[config.mk]
export PLATFORM = sky130hd
export DESIGN_NAME = astr_ctrl
export DESIGN_NICKNAME = d
export VERILOG_FILES = /design/src/rtl/core/astr_pkg.sv /design/src/rtl/core/astr_ctrl.sv
export VERILOG_INCLUDE_DIRS = /design/src /design/src/rtl/core
export SDC_FILE = /design/constraint.sdc
export NUM_CORES = 1
export LEC_CHECK = 0
export ABC_AREA = 1
export CAP_MARGIN = 20
export CORE_UTILIZATION = 45
export DETAILED_ROUTE_END_ITERATION = 8
export DONT_BUFFER_PORTS = 1
export PLACE_DENSITY = 0.57
export SLEW_MARGIN = 20
export SYNTH_ARGS = -nofsm -noshare
export SYNTH_HDL_FRONTEND = slang
export SYNTH_SLANG_ARGS = --single-unit
[constraint.sdc]
create_clock -name clk -period 1.59 [get_ports clk]
set_input_delay 0.0795 -clock clk [delete_from_list [all_inputs] [get_ports clk]]
set_output_delay 0.0795 -clock clk [all_outputs]
set_load 0.05 [all_outputs]
[src/rtl/core/arrive_steering_step_top_defines.svh]
// Assertion macros shared by the arrive steering step RTL.
// Define NO_ASSERTIONS to compile every check out of the design.
`ifndef ARRIVE_STEERING_STEP_TOP_DEFINES_SVH
`define ARRIVE_STEERING_STEP_TOP_DEFINES_SVH
`ifndef NO_ASSERTIONS
// Check that is held off while reset is high.
`define ASTR_ASSERT(label, clk, rst, prop, msg) \
  label: assert property (@(posedge clk) disable iff (rst) prop) else $error(msg);
// Check that holds at every edge, reset included.
`define ASTR_ASSERT_ALWAYS(label, clk, prop, msg) \
  label: assert property (@(posedge clk) prop) else $error(msg);
`else
`define ASTR_ASSERT(label, clk, rst, prop, msg)
`define ASTR_ASSERT_ALWAYS(label, clk, prop, msg)
`endif
`endif

[src/rtl/core/astr_pkg.sv]
// Shared types and constants for the arrive steering step block.
// No dependencies; every other file but the macros header imports it.
package astr_pkg;

  // Field and register widths.
  localparam int POS_W   = 24;
  localparam int VEL_W   = 20;
  localparam int DT_W    = 16;
  localparam int SPEED_W = 19;
  localparam int ACCEL_W = 24;
  localparam int RAD_W   = 23;
  localparam int CFG_W   = 24;
  localparam int CFG_IDX_W = 2;

  // Register indexes of the configuration port.
  localparam logic [CFG_IDX_W-1:0] CFG_MAX_SPEED   = 2'd0;
  localparam logic [CFG_IDX_W-1:0] CFG_MAX_ACCEL   = 2'd1;
  localparam logic [CFG_IDX_W-1:0] CFG_RADIUS_STOP = 2'd2;
  localparam logic [CFG_IDX_W-1:0] CFG_RADIUS_SLOW = 2'd3;

  // Register reset values.
  localparam logic [SPEED_W-1:0] MAX_SPEED_RST   = 19'd25600;
  localparam logic [ACCEL_W-1:0] MAX_ACCEL_RST   = 24'd51200;
  localparam logic [RAD_W-1:0]   RADIUS_STOP_RST = 23'd2048;
  localparam logic [RAD_W-1:0]   RADIUS_SLOW_RST = 23'd16384;

  // Iteration counts of the shared square root and divide units.
  localparam int SQRT_STEPS = 26;
  localparam int DIV_STEPS  = 25;
  localparam int CNT_W      = $clog2(SQRT_STEPS);

  // Datapath operations.
  typedef enum logic [4:0] {
    OP_NONE,
    OP_LOAD,
    OP_DIFF,
    OP_SQ_D,
    OP_SQ_A,
    OP_SQRT_INIT,
    OP_SQRT_STEP,
    OP_DIST,
    OP_AMAG,
    OP_MUL_SPD,
    OP_MUL_DX,
    OP_MUL_DY,
    OP_MUL_AX,
    OP_MUL_AY,
    OP_DIV_INIT,
    OP_DIV_STEP,
    OP_SPEED,
    OP_DESX,
    OP_DESY,
    OP_ACCEL,
    OP_LIMX,
    OP_LIMY,
    OP_DV,
    OP_VEL,
    OP_DP,
    OP_POS,
    OP_OUT
  } op_t;

  // Divisor choice for the divide unit.
  typedef enum logic [1:0] {
    DSEL_SLOW,
    DSEL_DIST,
    DSEL_AMAG
  } dsel_t;

  // Command from the controller to the datapath.
  typedef struct packed {
    op_t   op;
    dsel_t dsel;
  } cmd_t;

endpackage

[src/rtl/core/astr_ctrl.sv]
// Controller of the arrive steering step: sequences the datapath operations
// and owns both handshakes. Depends on astr_pkg and the assertion macros.
`include "arrive_steering_step_top_defines.svh"
module astr_ctrl (
  input  logic           clk,
  input  logic           rst,
  input  logic           in_valid,
  output logic           in_ready,
  output logic           out_valid,
  input  logic           out_ready,
  output astr_pkg::cmd_t cmd
);
  import astr_pkg::*;

  typedef enum logic [4:0] {
    S_IDLE, S_DIFF, S_SQ_D, S_SQRT_INIT, S_SQRT_STEP, S_DIST, S_MUL_SPD,
    S_DIV_INIT, S_DIV_STEP, S_SPEED, S_MUL_DX, S_DESX, S_MUL_DY, S_DESY,
    S_ACCEL, S_SQ_A, S_AMAG, S_MUL_AX, S_LIMX, S_MUL_AY, S_LIMY,
    S_DV, S_VEL, S_DP, S_POS, S_OUT
  } state_t;

  state_t           state, sqrt_ret, div_ret;
  dsel_t            dsel;
  logic [CNT_W-1:0] cnt;
  logic             slot_free;

  assign in_ready = (state == S_IDLE);
  assign slot_free = !out_valid || out_ready;

  // Command decode.
  always_comb begin
    cmd.dsel = dsel;
    case (state)
      S_IDLE:      cmd.op = in_valid ? OP_LOAD : OP_NONE;
      S_DIFF:      cmd.op = OP_DIFF;
      S_SQ_D:      cmd.op = OP_SQ_D;
      S_SQRT_INIT: cmd.op = OP_SQRT_INIT;
      S_SQRT_STEP: cmd.op = OP_SQRT_STEP;
      S_DIST:      cmd.op = OP_DIST;
      S_MUL_SPD:   cmd.op = OP_MUL_SPD;
      S_DIV_INIT:  cmd.op = OP_DIV_INIT;
      S_DIV_STEP:  cmd.op = OP_DIV_STEP;
      S_SPEED:     cmd.op = OP_SPEED;
      S_MUL_DX:    cmd.op = OP_MUL_DX;
      S_DESX:      cmd.op = OP_DESX;
      S_MUL_DY:    cmd.op = OP_MUL_DY;
      S_DESY:      cmd.op = OP_DESY;
      S_ACCEL:     cmd.op = OP_ACCEL;
      S_SQ_A:      cmd.op = OP_SQ_A;
      S_AMAG:      cmd.op = OP_AMAG;
      S_MUL_AX:    cmd.op = OP_MUL_AX;
      S_LIMX:      cmd.op = OP_LIMX;
      S_MUL_AY:    cmd.op = OP_MUL_AY;
      S_LIMY:      cmd.op = OP_LIMY;
      S_DV:        cmd.op = OP_DV;
      S_VEL:       cmd.op = OP_VEL;
      S_DP:        cmd.op = OP_DP;
      S_POS:       cmd.op = OP_POS;
      S_OUT:       cmd.op = slot_free ? OP_OUT : OP_NONE;
      default:     cmd.op = OP_NONE;
    endcase
  end

  // Sequencer and output valid.
  always_ff @(posedge clk) begin
    if (rst) begin
      state <= S_IDLE;
      sqrt_ret <= S_DIST;
      div_ret <= S_SPEED;
      dsel <= DSEL_SLOW;
      cnt <= '0;
      out_valid <= 1'b0;
    end else begin
      // A new result is shown as the old one leaves or when the slot is empty.
      if (state == S_OUT && slot_free) out_valid <= 1'b1;
      else if (out_ready) out_valid <= 1'b0;
      case (state)
        S_IDLE: if (in_valid) state <= S_DIFF;
        S_DIFF: state <= S_SQ_D;
        S_SQ_D: begin
          state <= S_SQRT_INIT;
          sqrt_ret <= S_DIST;
        end
        S_SQRT_INIT: begin
          state <= S_SQRT_STEP;
          cnt <= CNT_W'(SQRT_STEPS - 1);
        end
        S_SQRT_STEP: begin
          if (cnt == '0) state <= sqrt_ret;
          else cnt <= cnt - 1'b1;
        end
        S_DIST: state <= S_MUL_SPD;
        S_MUL_SPD: begin
          state <= S_DIV_INIT;
          dsel <= DSEL_SLOW;
          div_ret <= S_SPEED;
        end
        S_DIV_INIT: begin
          state <= S_DIV_STEP;
          cnt <= CNT_W'(DIV_STEPS - 1);
        end
        S_DIV_STEP: begin
          if (cnt == '0) state <= div_ret;
          else cnt <= cnt - 1'b1;
        end
        S_SPEED: state <= S_MUL_DX;
        S_MUL_DX: begin
          state <= S_DIV_INIT;
          dsel <= DSEL_DIST;
          div_ret <= S_DESX;
        end
        S_DESX: state <= S_MUL_DY;
        S_MUL_DY: begin
          state <= S_DIV_INIT;
          dsel <= DSEL_DIST;
          div_ret <= S_DESY;
        end
        S_DESY: state <= S_ACCEL;
        S_ACCEL: state <= S_SQ_A;
        S_SQ_A: begin
          state <= S_SQRT_INIT;
          sqrt_ret <= S_AMAG;
        end
        S_AMAG: state <= S_MUL_AX;
        S_MUL_AX: begin
          state <= S_DIV_INIT;
          dsel <= DSEL_AMAG;
          div_ret <= S_LIMX;
        end
        S_LIMX: state <= S_MUL_AY;
        S_MUL_AY: begin
          state <= S_DIV_INIT;
          dsel <= DSEL_AMAG;
          div_ret <= S_LIMY;
        end
        S_LIMY: state <= S_DV;
        S_DV: state <= S_VEL;
        S_VEL: state <= S_DP;
        S_DP: state <= S_POS;
        S_POS: state <= S_OUT;
        S_OUT: begin
          if (slot_free) state <= S_IDLE;
        end
        default: state <= S_IDLE;
      endcase
    end
  end

  `ASTR_ASSERT(a_one_item, clk, rst, (in_valid && in_ready) |=> !in_ready, "second item taken while busy")
  `ASTR_ASSERT(a_div_cnt, clk, rst, (state == S_DIV_STEP) |-> (cnt < CNT_W'(DIV_STEPS)), "divide count out of range")
  `ASTR_ASSERT(a_valid_src, clk, rst, $rose(out_valid) |-> ($past(state) == S_OUT), "result shown outside output step")
  `ASTR_ASSERT(a_out_hold, clk, rst, (state == S_OUT && out_valid && !out_ready) |=> (state == S_OUT), "result overwritten before transfer")

endmodule

# Word level (Yosys, flattened, before mapping)
# Cells that the tools add are included.
[word_totals]
ff_bits = 23
inputBits = 4
out_inout_bits = 9
word_cells = 69
[op_classes]
add_sub_neg = 1
eq_ne = 30
muxes = 15
n_reduce_logical = 17
[ops]
columns = ["cell", "n"]
rows = [
  ["$pmux W5 S26", 1],
  ["$pmux W5 S21", 1],
  ["$eq A5 B5 Y1 const B", 10],
  ["$eq A5 B4 Y1 const B", 8],
  ["$mux W5", 6],
  ["$pmux W5 S5", 1],
  ["$eq A5 B3 Y1 const B", 4],
  ["$pmux W5 S3", 1],
  ["$eq A5 B2 Y1 const B", 2],
  ["$logic_not A5 Y1", 2],
  ["$ne A2 B2 Y1 const B", 5],
  ["$pmux W5 S2", 1],
  ["$reduce_or A2 Y1", 4],
  ["$pmux W2 S3", 1],
  ["$reduce_bool A3 Y1", 2],
  ["$eq A5 B1 Y1 const B", 1],
  ["$reduce_bool A5 Y1", 1],
  ["$reduce_or A5 Y1", 1],
  ["$sub A5 B1 Y5 const B", 1],
  ["$reduce_and A4 Y1", 1],
  ["$reduce_bool A2 Y1", 2],
  ["$mux W1", 3],
  ["$reduce_and A2 Y1", 1],
  ["$logic_and A1 B1 Y1", 1],
  ["2 further kinds", 2],
]

# Depth between registers and ports, before layout
[depth]
word_depth = 4
ltp_mapped = 11
ltp_nobuf = 10

# Least setup slack after synthesis
# OpenSTA, ideal clock, no wires.
[synth_timing]
path_type = "register -> output"
from = "reg state[1]"
to = "out cmd[2] (netlist bit)"
arrival_ps = 2026
t_required_ps = 1510
setup_slack_ps = -515
path_stages_with_launch = 6
n_path_buf = 0
cell_sequence = "dfxtp_1 -> nor2_1 -> nand2_1 -> nor2_1 -> a21boi_0 -> nand4_1"
[synth_lines]
columns = ["item", "line", "source"]
rows = [
  ["start, declared", "astr_ctrl.sv:22", "state_t state, sqrt_ret, div_ret;"],
  ["start signal, assigned", "astr_ctrl.sv:89", "if (cnt == '0) state <= sqrt_ret;"],
  ["start signal, assigned", "astr_ctrl.sv:103", "if (cnt == '0) state <= div_ret;"],
  ["end, declared", "astr_ctrl.sv:11", "output astr_pkg::cmd_t cmd"],
]

==> metrics.cfg <==
[sta]
min_period_ns=1.77
timing.final.ws_setup_ns=-0.178
worstMarginPinSlew_ns=0.517
fmax_mhz=566
skew_ns=0.00475
drv_slew=0
max-slew-margin-rel=0.654
setup_viol=5
finalHoldViolCount=0
grt_setup_unrepaired=true
timing.final.crit_share=1.11

[min_path]
hold_path.class=in2reg
hold_depth=3
whs_endpoint=out_valid
worstHoldStart=out_ready

[detailed_routing]
wl_per_cell_um=18.0
ant_nets=0
drc=0
via_count=1857
drt_pre_antenna_iters=5
drt_iter0_drc=158
via_per_inst=6.23
wl_um=5360

[floorplanning]
die_x_um=55.9
die_h_um=55.9
dieArea_um2=3120
core_um2=2760
io_pins=13
start_util=0.473
rows=19

[synthesis]
synth-seq-cells=18
ys_types=27
synth_flop_cell=dfxtp_1
synth_edf_count=0
syn_inst=222
ys_seq_area_frac=0.276
netlist_area_um2=1310
synthArstFlopShare=0
syn_nets=228
syn_avg_cell_area_um2=5.88
yosys_warnings=0

[finish]
nNetsFinal=275
final_cell_mix=nand2_1, buf_4, nor2_1
fillCellCount=184
multiInputGateArea_um2=1110
final_cells=298
drive_gt1_frac=0.449
final_common_cell=nand2_1
area_growth_pct=59.9
regArea_um2=379
antennaDiodeCount=0

[placement]
post-place-ws_ns=-0.0685
port_buffers=0
gp_congestion=0.950
placed_cells=274
dp_hpwl_um=3250

[pwr]
powerDensity_nw_per_um2=637
switching_share=0.423
internal-power_uw=767
p_comb_frac=0.456
clockPowerShare=0.163
seqPwrFrac=0.381
power_switching_uw=562
peakVddDrop_mv=0.564
p_leak_nw=0.968

[worst_setup_path]
worst_setup_path_end_kind=primary output
rrSetupSlack_ns=0.01
crit_arrival_ns=1.69
worstPathRequired_ns=1.51
r2r_end=state[2]
r2r-start=state[3]
worst_r2r_path_depth=10
cp-start-kind=register
crit_type=reg2out
crit_path_max_fanout=6

[clock_network]
cts_root_buffer=clkbuf_4
clock_sinks=18
cts_buffers=3
cts_tree=built
h-tree-depth=1
clockBufferDepth=2
clkTransAtPathRegs_ns=0.09
clk_latency_ns=0.29

[grt]
overflow=0
track_usage=0.320
grt_first_pass_wirelength_um=7810
grt_max_degree=15
grt_pass1_vias=1718
antenna_found_initial=0

[outcome]
status=complete, but fails checks
violations=negative setup slack

[flow_run]
drv_cap=0

## per-stage QoR
stage | hold WS (ns) | cell area [um^2] | utilization | power (mW) | TNS [ns]
2_1_floorplan | 0.149 | 1350 | - | 0.811 | -0.0194
3_5_place_dp | 0.152 | 1560 | 0.564 | 0.936 | -0.155
3_3_place_gp | 0.151 | 1560 | 0.564 | 0.936 | -0.208
6_report | 0.0803 | 2090 | 0.757 | 1.33 | -0.752
5_1_grt | 0.104 | 2090 | 0.757 | 1.38 | -1.26
4_1_cts | 0.0156 | 1880 | 0.682 | 1.25 | -0.490
## power by group through the flow
stage | clock network, mW | logic (mW) | registers (mW)
floorplan | 0 | 0.314 | 0.497
global placement | 0 | 0.438 | 0.498
detailed placement | 0 | 0.438 | 0.498
CTS | 0.225 | 0.529 | 0.493
global route | 0.237 | 0.636 | 0.507
finish | 0.216 | 0.607 | 0.507
## worst max path at each step
stage,from,end,slack (ns),depth (start not counted)
finish,state[3],cmd[6],-0.18,9
global route,state[3],cmd[2],-0.23,8
CTS,state[3],cmd[2],-0.11,7
detailed placement,state[2],cmd[5],-0.07,8
global placement,state[2],cmd[5],-0.09,8
floorplan,state[3],cmd[4],-0.02,9
## cell families after synthesis
| family | share of synthesized area |
|---|---|
| AND/OR/NAND/NOR | 0.477 |
| flip-flops | 0.276 |
| buffers and inverters | 0.0911 |
| adder cells (fa/ha/maj) | 0.0192 |
| AO/OA/AOI/OAI | 0.137 |
## critical path, cell delays in order (launching register included)
cell	delay (ns)
dfxtp_4	0.40
buf_6	0.13
nor2_4	0.05
buf_12	0.13
buf_6	0.12
nand3_4	0.05
nand2_2	0.05
nor3_2	0.19
nand3_2	0.11
buf_12	0.17
## metal layers
metal	routed length, um	global-route usage	vias to the layer above	part of all wire
met5	0	0	-	0
met4	374	0.206	0	0.070
met3	478	0.0465	54	0.089
met2	2480	0.532	136	0.46
met1	2020	0.385	842	0.38
li1	-	-	825	-
## layout make-up
class	instances	area share
inverters	26	0.0516
flip-flops and latches	18	0.182
well taps	31	0.0186
clock buffers	3	0.0108
repair buffers	46	0.206
multi-input cells	174	0.531
## state kept, by name, summed over array words and instances (netlist names)
signal and cells:
cnt 5, div_ret 4, dsel 1, out_valid 1, sqrt_ret 2, state 5
## synthesized netlist by cell type, types with 2 or more instances
| cell | count | area, um^2 |
|---|---|---|
| o21ai_0 | 8 | 40.0 |
| inv_2 | 5 | 18.8 |
| nand3_1 | 23 | 115 |
| nand2_1 | 62 | 233 |
| nand2_2 | 2 | 12.5 |
| ha_1 | 2 | 25.0 |
| nor2_4 | 2 | 22.5 |
| nor2_2 | 2 | 12.5 |
| inv_1 | 21 | 78.8 |
| nand4_1 | 6 | 37.5 |
| nor3_1 | 5 | 25.0 |
| o211ai_1 | 2 | 15.0 |
| dfxtp_1 | 18 | 360 |
| a21oi_1 | 16 | 80.1 |
| nor2_1 | 35 | 131 |
| nor3_2 | 2 | 20.0 |
## repair_timing
action / CTS / global route
gates resized for setup: 51 / 42
endpoints found under the setup margin: 6 / 14
endpoints found under the hold margin: 15 / 0
setup buffers: 15 / 5
pin swaps: 15 / 12
hold buffers: 1 / 0
No activity file was read; power rests on OpenSTA's default activity.
